`src/hdl/apl_pkg.sv`:
```
`timescale 1ns / 1ps
`default_nettype none
// ----------------------------------------------------------------------------
// apl_pkg: shared definitions of the all-pole lattice filter
// Widths, codes, sequencer states and fixed-point helpers.
// ----------------------------------------------------------------------------
package apl_pkg;

   localparam int MAX_ORDER = 16;
   localparam int IDX_W     = $clog2(MAX_ORDER);

   localparam int SAMPLE_W = 16;
   localparam int COEF_W   = 16;
   localparam int CIDX_W   = 4;
   localparam int ORDER_W  = 5;
   localparam int STATE_W  = 24;
   localparam int PROD_W   = COEF_W + STATE_W;
   localparam int RND_W    = STATE_W + 2;
   localparam int SUM_W    = STATE_W + 3;

   localparam logic [ORDER_W-1:0] ORDER_RESET = 5'd10;

   localparam int ADDR_W = 3;
   localparam logic REG_ORDER = 1'b0;

   localparam logic ACT_SAMPLE = 1'b0;
   localparam logic ACT_COEF   = 1'b1;

   typedef enum logic [2:0] {
      ST_IDLE,
      ST_MUL_A,
      ST_ACC_A,
      ST_MUL_B,
      ST_ACC_B,
      ST_DONE
   } state_type;

   typedef struct packed {
      logic                       clip;
      logic signed [STATE_W-1:0]  value;
   } sat_type;

   // q1.15 times q15.8, round half up back to q15.8
   function automatic logic signed [RND_W-1:0] round_q15(input logic signed [PROD_W-1:0] p);
      logic signed [PROD_W:0] s;
      s = (PROD_W + 1)'(p) + (PROD_W + 1)'(16384);
      return RND_W'(s >>> 15);
   endfunction

   function automatic sat_type sat24(input logic signed [SUM_W-1:0] v);
      sat_type r;
      r.clip  = 1'b0;
      r.value = STATE_W'(v);
      if (v > SUM_W'(24'sh7FFFFF)) begin
         r.clip  = 1'b1;
         r.value = 24'sh7FFFFF;
      end else if (v < SUM_W'(24'sh800000)) begin
         r.clip  = 1'b1;
         r.value = 24'sh800000;
      end
      return r;
   endfunction

endpackage
`default_nettype wire

```
`src/hdl/apl_req_if.sv`:
```
`timescale 1ns / 1ps
`default_nettype none
// ----------------------------------------------------------------------------
// apl_req_if: input channel of the lattice filter
// Valid/ready beat carrying a sample or a coefficient write.
// ----------------------------------------------------------------------------
interface apl_req_if;
   logic                                valid;
   logic                                ready;
   logic                                action;
   logic signed [apl_pkg::SAMPLE_W-1:0] sample;
   logic        [apl_pkg::CIDX_W-1:0]   coef_index;
   logic signed [apl_pkg::COEF_W-1:0]   coef_value;
   logic                                restore;
   logic                                snapshot;

   modport source (
      output valid, action, sample, coef_index, coef_value, restore, snapshot,
      input  ready
   );
   modport sink (
      input  valid, action, sample, coef_index, coef_value, restore, snapshot,
      output ready
   );
endinterface
`default_nettype wire

```
`src/hdl/apl_rsp_if.sv`:
```
`timescale 1ns / 1ps
`default_nettype none
// ----------------------------------------------------------------------------
// apl_rsp_if: result channel of the lattice filter
// Valid/ready beat carrying one filtered sample and its clip flag.
// ----------------------------------------------------------------------------
interface apl_rsp_if;
   logic                                valid;
   logic                                ready;
   logic signed [apl_pkg::SAMPLE_W-1:0] filtered;
   logic                                clipped;

   modport source (
      output valid, filtered, clipped,
      input  ready
   );
   modport sink (
      input  valid, filtered, clipped,
      output ready
   );
endinterface
`default_nettype wire

```
`src/hdl/all_pole_lattice_filter.sv`:
```
`timescale 1ns / 1ps
`default_nettype none
// ----------------------------------------------------------------------------
// all_pole_lattice_filter: fixed-point all-pole lattice iir filter
//
// req channel: a beat with action coef stores one q1.15 reflection
// coefficient in the accept cycle and gives no result. a beat with action
// sample runs the lattice (optionally restoring the backward state from the
// snapshot first, and saving it afterwards) and gives one rsp beat.
// a sample runs stages n - 1 down to 0, n being the order in use (1..16,
// an order of 0 runs as 1, one above 16 as 16); the next beat is accepted
// back in idle, which a coef beat does not leave. all multiplies run on
// one 16x24 multiplier, two dependent multiply-accumulates per stage below
// the top one and one at the top, each a multiply state and an accumulate
// state. req.ready is high only while the sequencer is idle.
// the result sits in an output register; the next beat may be accepted
// while it waits. if rsp stalls until the next sample finishes, the
// sequencer holds that sample in its last state until the register frees.
// csr port: order_in_use at byte address 0, writes take effect at once;
// the user must make them while idle, the block does not enforce it. reset
// clears lattice state, coefficients and snapshot, and sets the order to 10.
// ----------------------------------------------------------------------------
module all_pole_lattice_filter (
   input  wire logic                        clock,
   input  wire logic                        reset,
   apl_req_if.sink                          req,
   apl_rsp_if.source                        rsp,
   input  wire logic                        psel,
   input  wire logic                        penable,
   input  wire logic                        pwrite,
   input  wire logic [apl_pkg::ADDR_W-1:0]  paddr,
   input  wire logic [31:0]                 pwdata,
   output logic      [31:0]                 prdata,
   output logic                             pready
);

   typedef logic signed [apl_pkg::STATE_W-1:0] st_word_type;
   typedef logic signed [apl_pkg::COEF_W-1:0]  coef_word_type;

   apl_pkg::state_type state_ff, state_in;
   logic [apl_pkg::IDX_W-1:0]   stage_ff, stage_in;
   logic [apl_pkg::IDX_W-1:0]   top;
   logic [apl_pkg::ORDER_W-1:0] order_ff, order_in;
   st_word_type   ep_ff, ep_in;
   logic          clip_ff, clip_in;
   logic          snap_ff, snap_in;
   st_word_type   bwd_ff   [apl_pkg::MAX_ORDER];
   st_word_type   bwd_in   [apl_pkg::MAX_ORDER];
   st_word_type   saved_ff [apl_pkg::MAX_ORDER];
   st_word_type   saved_in [apl_pkg::MAX_ORDER];
   coef_word_type coef_ff  [apl_pkg::MAX_ORDER];
   coef_word_type coef_in  [apl_pkg::MAX_ORDER];
   logic signed [apl_pkg::PROD_W-1:0] prod_ff, prod_in;
   logic signed [apl_pkg::RND_W-1:0]  rnd;
   st_word_type   mul_b;
   apl_pkg::sat_type sat_r;
   logic                                rsp_valid_ff, rsp_valid_in;
   logic signed [apl_pkg::SAMPLE_W-1:0] filtered_ff, filtered_in;
   logic                                clipped_ff, clipped_in;
   logic signed [apl_pkg::STATE_W:0]    y_sum;
   logic signed [apl_pkg::STATE_W-8:0]  y_full;
   logic          accept;
   logic          csr_write;

   // csr port
   assign pready    = 1'b1;
   assign csr_write = psel && penable && pwrite;
   assign prdata    = (paddr[2] == apl_pkg::REG_ORDER) ? 32'(order_ff) : 32'd0;

   always_comb begin
      order_in = order_ff;
      if (csr_write && paddr[2] == apl_pkg::REG_ORDER) begin
         order_in = pwdata[apl_pkg::ORDER_W-1:0];
      end
   end

   // highest stage in use
   always_comb begin
      if (order_ff == '0) begin
         top = '0;
      end else if (32'(order_ff) > apl_pkg::MAX_ORDER) begin
         top = apl_pkg::IDX_W'(apl_pkg::MAX_ORDER - 1);
      end else begin
         top = apl_pkg::IDX_W'(order_ff - 5'd1);
      end
   end

   assign req.ready = (state_ff == apl_pkg::ST_IDLE);
   assign accept    = req.valid && req.ready;

   // shared multiplier
   assign mul_b   = (state_ff == apl_pkg::ST_MUL_B) ? ep_ff : bwd_ff[stage_ff];
   assign prod_in = apl_pkg::PROD_W'(coef_ff[stage_ff]) * apl_pkg::PROD_W'(mul_b);
   assign rnd     = apl_pkg::round_q15(prod_ff);

   // output rounding
   assign y_sum  = (apl_pkg::STATE_W + 1)'(ep_ff) + (apl_pkg::STATE_W + 1)'(128);
   assign y_full = (apl_pkg::STATE_W - 7)'(y_sum >>> 8);

   always_comb begin
      state_in     = state_ff;
      stage_in     = stage_ff;
      ep_in        = ep_ff;
      clip_in      = clip_ff;
      snap_in      = snap_ff;
      bwd_in       = bwd_ff;
      saved_in     = saved_ff;
      coef_in      = coef_ff;
      filtered_in  = filtered_ff;
      clipped_in   = clipped_ff;
      rsp_valid_in = rsp_valid_ff && !rsp.ready;
      sat_r        = '0;

      case (state_ff)
         apl_pkg::ST_IDLE: begin
            if (accept) begin
               if (req.action == apl_pkg::ACT_COEF) begin
                  if (32'(req.coef_index) < apl_pkg::MAX_ORDER) begin
                     coef_in[apl_pkg::IDX_W'(req.coef_index)] = req.coef_value;
                  end
               end else begin
                  if (req.restore) begin
                     bwd_in = saved_ff;
                  end
                  ep_in    = {req.sample, 8'd0};
                  clip_in  = 1'b0;
                  snap_in  = req.snapshot;
                  stage_in = top;
                  state_in = apl_pkg::ST_MUL_A;
               end
            end
         end
         apl_pkg::ST_MUL_A: begin
            state_in = apl_pkg::ST_ACC_A;
         end
         apl_pkg::ST_ACC_A: begin
            sat_r   = apl_pkg::sat24(apl_pkg::SUM_W'(ep_ff) - apl_pkg::SUM_W'(rnd));
            ep_in   = sat_r.value;
            clip_in = clip_ff | sat_r.clip;
            if (stage_ff != top) begin
               state_in = apl_pkg::ST_MUL_B;
            end else if (stage_ff == '0) begin
               state_in = apl_pkg::ST_DONE;
            end else begin
               stage_in = stage_ff - 1'b1;
               state_in = apl_pkg::ST_MUL_A;
            end
         end
         apl_pkg::ST_MUL_B: begin
            state_in = apl_pkg::ST_ACC_B;
         end
         apl_pkg::ST_ACC_B: begin
            sat_r   = apl_pkg::sat24(apl_pkg::SUM_W'(bwd_ff[stage_ff]) + apl_pkg::SUM_W'(rnd));
            bwd_in[stage_ff + 1'b1] = sat_r.value;
            clip_in = clip_ff | sat_r.clip;
            if (stage_ff == '0) begin
               state_in = apl_pkg::ST_DONE;
            end else begin
               stage_in = stage_ff - 1'b1;
               state_in = apl_pkg::ST_MUL_A;
            end
         end
         apl_pkg::ST_DONE: begin
            if (!rsp_valid_ff || rsp.ready) begin
               bwd_in[0] = ep_ff;
               if (snap_ff) begin
                  saved_in = bwd_in;
               end
               rsp_valid_in = 1'b1;
               if (y_full > 17'sd32767) begin
                  filtered_in = 16'sh7FFF;
                  clipped_in  = 1'b1;
               end else if (y_full < -17'sd32768) begin
                  filtered_in = 16'sh8000;
                  clipped_in  = 1'b1;
               end else begin
                  filtered_in = apl_pkg::SAMPLE_W'(y_full);
                  clipped_in  = clip_ff;
               end
               state_in = apl_pkg::ST_IDLE;
            end
         end
         default: begin
            state_in = apl_pkg::ST_IDLE;
         end
      endcase
   end

   always_ff @(posedge clock) begin
      if (reset) begin
         state_ff     <= apl_pkg::ST_IDLE;
         stage_ff     <= '0;
         order_ff     <= apl_pkg::ORDER_RESET;
         ep_ff        <= '0;
         clip_ff      <= 1'b0;
         snap_ff      <= 1'b0;
         rsp_valid_ff <= 1'b0;
         for (int k = 0; k < apl_pkg::MAX_ORDER; k++) begin
            bwd_ff[k]   <= '0;
            saved_ff[k] <= '0;
            coef_ff[k]  <= '0;
         end
      end else begin
         state_ff     <= state_in;
         stage_ff     <= stage_in;
         order_ff     <= order_in;
         ep_ff        <= ep_in;
         clip_ff      <= clip_in;
         snap_ff      <= snap_in;
         rsp_valid_ff <= rsp_valid_in;
         bwd_ff       <= bwd_in;
         saved_ff     <= saved_in;
         coef_ff      <= coef_in;
      end
   end

   always_ff @(posedge clock) begin
      prod_ff     <= prod_in;
      filtered_ff <= filtered_in;
      clipped_ff  <= clipped_in;
   end

   assign rsp.valid    = rsp_valid_ff;
   assign rsp.filtered = filtered_ff;
   assign rsp.clipped  = clipped_ff;

   // checks
   a_coef_stays_idle: assert property (@(posedge clock) disable iff (reset)
      (accept && req.action == apl_pkg::ACT_COEF) |=> state_ff == apl_pkg::ST_IDLE)
      else $error("coefficient beat started the sequencer");

   a_sample_starts: assert property (@(posedge clock) disable iff (reset)
      (accept && req.action == apl_pkg::ACT_SAMPLE) |=>
         (state_ff == apl_pkg::ST_MUL_A && stage_ff == top))
      else $error("sample beat did not start at the top stage");

   a_stage_in_range: assert property (@(posedge clock) disable iff (reset)
      (state_ff != apl_pkg::ST_IDLE) |-> stage_ff <= top)
      else $error("stage counter beyond order in use");

   a_done_delivers: assert property (@(posedge clock) disable iff (reset)
      (state_ff == apl_pkg::ST_DONE && state_in == apl_pkg::ST_IDLE) |=> rsp_valid_ff)
      else $error("finished sample gave no result beat");

endmodule
`default_nettype wire

```
`src/flat_wrapper.sv`:
```
// flat-port wrapper written by rule: the top's interface ports become plain ports
module all_pole_lattice_filter_flat 
  (clock, reset, psel, penable, pwrite, paddr, pwdata, prdata, pready, req_valid, req_action, req_sample, req_coef_index, req_coef_value, req_restore, req_snapshot, req_ready, rsp_valid, rsp_filtered, rsp_clipped, rsp_ready);
  apl_req_if req_i ();
  apl_rsp_if rsp_i ();
  input  wire logic clock;
  input  wire logic reset;
  input  wire logic psel;
  input  wire logic penable;
  input  wire logic pwrite;
  input  wire logic [apl_pkg::ADDR_W-1:0] paddr;
  input  wire logic [31:0] pwdata;
  output logic      [31:0] prdata;
  output logic pready;
  input wire logic [$bits(req_i.valid)-1:0] req_valid;
  input wire logic [$bits(req_i.action)-1:0] req_action;
  input wire logic [$bits(req_i.sample)-1:0] req_sample;
  input wire logic [$bits(req_i.coef_index)-1:0] req_coef_index;
  input wire logic [$bits(req_i.coef_value)-1:0] req_coef_value;
  input wire logic [$bits(req_i.restore)-1:0] req_restore;
  input wire logic [$bits(req_i.snapshot)-1:0] req_snapshot;
  output wire logic [$bits(req_i.ready)-1:0] req_ready;
  output wire logic [$bits(rsp_i.valid)-1:0] rsp_valid;
  output wire logic [$bits(rsp_i.filtered)-1:0] rsp_filtered;
  output wire logic [$bits(rsp_i.clipped)-1:0] rsp_clipped;
  input wire logic [$bits(rsp_i.ready)-1:0] rsp_ready;
  assign req_i.valid = req_valid;
  assign req_i.action = req_action;
  assign req_i.sample = req_sample;
  assign req_i.coef_index = req_coef_index;
  assign req_i.coef_value = req_coef_value;
  assign req_i.restore = req_restore;
  assign req_i.snapshot = req_snapshot;
  assign req_ready = req_i.ready;
  assign rsp_valid = rsp_i.valid;
  assign rsp_filtered = rsp_i.filtered;
  assign rsp_clipped = rsp_i.clipped;
  assign rsp_i.ready = rsp_ready;
  all_pole_lattice_filter u_core (.clock(clock), .reset(reset), .req(req_i), .rsp(rsp_i), .psel(psel), .penable(penable), .pwrite(pwrite), .paddr(paddr), .pwdata(pwdata), .prdata(prdata), .pready(pready));
endmodule
```
`config.mk`:
```
export PLATFORM = sky130hd
export DESIGN_NAME = all_pole_lattice_filter_flat
export DESIGN_NICKNAME = d
export VERILOG_FILES = /design/src/hdl/apl_pkg.sv /design/src/hdl/apl_req_if.sv /design/src/hdl/apl_rsp_if.sv /design/src/hdl/all_pole_lattice_filter.sv /design/src/flat_wrapper.sv
export SDC_FILE = /design/constraint.sdc
export NUM_CORES = 2
export LEC_CHECK = 0
export ABC_AREA = 0
export BUFFER_PORTS_ARGS = -buffer_cell sky130_fd_sc_hd__buf_2
export CAP_MARGIN = 0
export CORE_ASPECT_RATIO = 1.1
export CORE_MARGIN = 3
export CORE_UTILIZATION = 40
export CTS_CLUSTER_DIAMETER = 200
export DETAILED_ROUTE_END_ITERATION = 7
export SLEW_MARGIN = 20
export SYNTH_ARGS = -nofsm -noshare
export SYNTH_HDL_FRONTEND = slang
export SYNTH_SLANG_ARGS = --single-unit
```
`constraint.sdc`:
```
create_clock -name clock -period 24.4 [get_ports clock]
set_input_delay 1.22 -clock clock [delete_from_list [all_inputs] [get_ports clock]]
set_output_delay 1.22 -clock clock [all_outputs]
set_load 0.03 [all_outputs]
```
==> out/metrics.csv <==
metric,value,unit
Max Fclk,96.2,MHz
share of post-route cells with drive strength above 1,8.99,%
CP max stage delay,0.86,ns
starting density of the core,40.4,%
failing checks,design-rule violations,
Final Cell Area,69600,um^2
Mapped Area,64100,um^2
Setup TNS,0,ns
Post-CTS Setup Bufs,0,
Slew Limit Fails,0,
width of the die,388,um
Rel. slew slack,18.3,%
Post-Route Skew,0.0700,ns
Crit-path slowest cell,buf_4,
RD Place Congestion,0.926,
# H-tree levels,3,
Crit Path Max Fanout,40,
post-synthesis compound-gate area fraction,14.9,%
Die Y-Extent,426,um
Pleak,26.5,nW
cts hold-fix bufs,0,
clock buffer count from CTS,109,
Cells after Synth,7572,
GRT Util Overall,24.2,%
Initial DRC Count,5061,
hpwl dp,133,mm
post-route ant nets,0,
Syn. warnings,0,
fraction of synthesized area in multiplexers,7.41,%
peak supply drop,0.112,mV
Cell Rows,153,
via count,54700,
Setup Crit Path Kind,flip-flop to flip-flop,
routed len/inst,21.6,um
crit-path most repeated cell,fa_1,
Finish-stage setup viols,0,
Crit path max-delay family,adder cells,
Final Cycle Share,42.6,%
final WL,204,mm
ys async rst share,0,%
CP Capture Type,flip-flop,
most frequent cells in the layout,"nand2_1, dfxtp_1, a21oi_1",
worst-margin pin slew,1.23,ns
CP required,24.97,ns
vias per cell,5.79,
I/O pin total,133,
Period minus WS final,10.40,ns
CP Launch Type,flip-flop,
clk root buf,clkbuf_16,
worst-case clock buffer depth,3,
Area after DPL,65700,um^2
initial antenna violation count,11,
global route overflow,0,
clock latency on the worst-skew pair,0.76,ns
status,"finished, violations left",
Max Cap Viol,0,
total core area,159000,um^2
die area,165000,um^2
Post-Synth XOR/XNOR Area,1.52,%
post-synthesis adder-cell area fraction,14.8,%
Post-layout nets,7868,
Synth Register Bits,1106,
Worst-path clk slew,0.07,ns
Clock Sink Count,1106,
"Hold Violations, Final",0,
largest family of logic cells by synthesized area,simple AND/OR/NAND/NOR gates,
RSZ-0062 raised after global routing,false,
cts repair resizes,0,
PortBufs,75,
PD cells,88.3,nW/um^2
post-synthesis cell type count,74,
vias in the first global route,54400,
drt pass-1 iters,8,
register area share after synthesis,34.8,%
Simple-Gate Fraction of Synth Area,19.6,%
Hold Path Class,flip-flop to flip-flop,
Layout area overhead,8.73,%
"most common cell after layout, fill and taps aside",nand2_1,
mean area per synthesized cell,8.46,um^2
worst path bufs/invs,6,
first-pass GRT wire length,316,mm
CTS tree,done,
worst path arrival time,10.97,ns
number of synthesized flops with an enable pin,17,
largest net degree at the start of global routing,186,
Remaining DRCs,3,
Post-synth top flop,dfxtp_1,
==> final cells by class <==
cell class                 instances  area, um^2
clock inverter                    50         756
tap                             2092        2620
clock buffer                     154        3160
sequential                      1106       22300
inverter                         486        1820
multi-input combinational       5358       37600
timing repair buffer             196        1310
antenna                            2        5.00
fill                           15300       88900
==> layer usage <==
layer,part of all wire (%),global-route usage [%],up-vias
li1,-,-,25000
met1,40,30.1,27100
met2,48,41.2,2113
met3,7.0,3.46,474
met4,4.7,11.7,2
met5,0.0064,0,-
==> worst paths after layout <==
check	from	endpoint	slack [ns]	cells past startpoint
worst max-delay path	u_core.stage_ff[0]	u_core.prod_ff[33]	14.00	28
worst min-delay path	u_core.bwd_ff[103]	u_core.saved_ff[103]	0.44	2
worst max register to register	u_core.stage_ff[0]	u_core.prod_ff[33]	14.00	28
worst min register to register	u_core.bwd_ff[103]	u_core.saved_ff[103]	0.44	2
==> Yosys cell counts (5+ instances only) <==
master,count,share of area (%)
fa_1,375,12
clkbuf_1,545,3.2
a21o_1,58,0.68
or3_1,9,0.088
and4_1,7,0.096
buf_4,30,0.35
and3_1,33,0.32
nand2b_1,27,0.26
buf_2,38,0.30
dfxtp_1,1089,34
nor2b_1,58,0.57
a21boi_0,6,0.070
o21a_1,17,0.20
nand2_1,1717,10
o21bai_1,12,0.14
o21ai_0,64,0.50
nor2_1,554,3.2
nor3_1,386,3.0
or2_2,9,0.088
nor4_1,8,0.078
inv_1,485,2.8
mux4_2,194,6.8
a211o_1,8,0.11
a31oi_1,16,0.16
nand4_1,22,0.21
mux2i_1,30,0.47
a221o_1,6,0.094
a2111oi_0,18,0.25
xnor2_1,70,0.96
buf_1,34,0.20
mux2_2,5,0.088
o211ai_1,10,0.12
a21oi_1,766,6.0
a211oi_1,17,0.20
ha_1,155,3.0
edfxtp_1,17,0.80
nand3_1,61,0.48
o22ai_2,19,0.37
xor2_1,41,0.56
a22oi_1,7,0.082
and2_1,95,0.93
a221oi_1,390,5.3
==> metrics by stage <==
stage	setup slack, ns	std cells	total power [W]	hold slack [ns]	utilization [%]
6_report	14.00	9444	0.00615	0.440	43.9
5_1_grt	13.50	9443	0.00643	0.447	43.9
4_1_cts	13.91	9441	0.00614	0.431	43.9
3_5_place_dp	13.92	9237	0.00432	0.444	41.5
3_3_place_gp	13.94	9237	0.00428	0.435	41.5
2_1_floorplan	15.98	7598	0.00356	0.425	-
==> worst reg2reg max path, delay by kind of cell, from the launching register on <==
| kind | cells | cell delay, ns |
|---|---|---|
| mux | 2 | 1.29 |
| compound gates | 8 | 2.06 |
| fa+ha+maj | 7 | 3.24 |
| xor+xnor | 1 | 0.16 |
| simple gates | 4 | 0.93 |
| flops | 1 | 0.70 |
| buf+inv | 6 | 1.88 |
==> registers in the layout, indices dropped and copies added (netlist names), 3 cells and up <==
| signal | count |
|---|---|
| u_core.bwd_ff | 384 |
| u_core.saved_ff | 384 |
| u_core.coef_ff | 256 |
| u_core.prod_ff | 26 |
| u_core.ep_ff | 24 |
| u_core.rsp.filtered | 16 |
| u_core.order_ff | 5 |
| u_core.stage_ff | 4 |
| u_core.state_ff | 3 |
==> logic make-up (layout without fill, tap and decap cells) <==
| group | count (synthesis) | after routing |
|---|---|---|
| multiplexers | 230 | 230 |
| flip-flops | 1106 | 1106 |
| adder cells (fa/ha/maj) | 532 | 532 |
| AND/OR/NAND/NOR | 2999 | 2999 |
| other | 2 | 30 |
| XOR/XNOR | 111 | 111 |
| AO/OA/AOI/OAI | 1458 | 1458 |
| buffers and inverters | 1134 | 886 |
==> where the power goes <==
part	total [W]	internal [W]	switching (W)	leakage, nW
combinational	0.00222	0.000707	0.00151	15.6
clock	0.00183	0.00106	0.000773	1.92
sequential	0.00210	0.00195	0.000149	8.99
(Power assumes the default switching activity.)
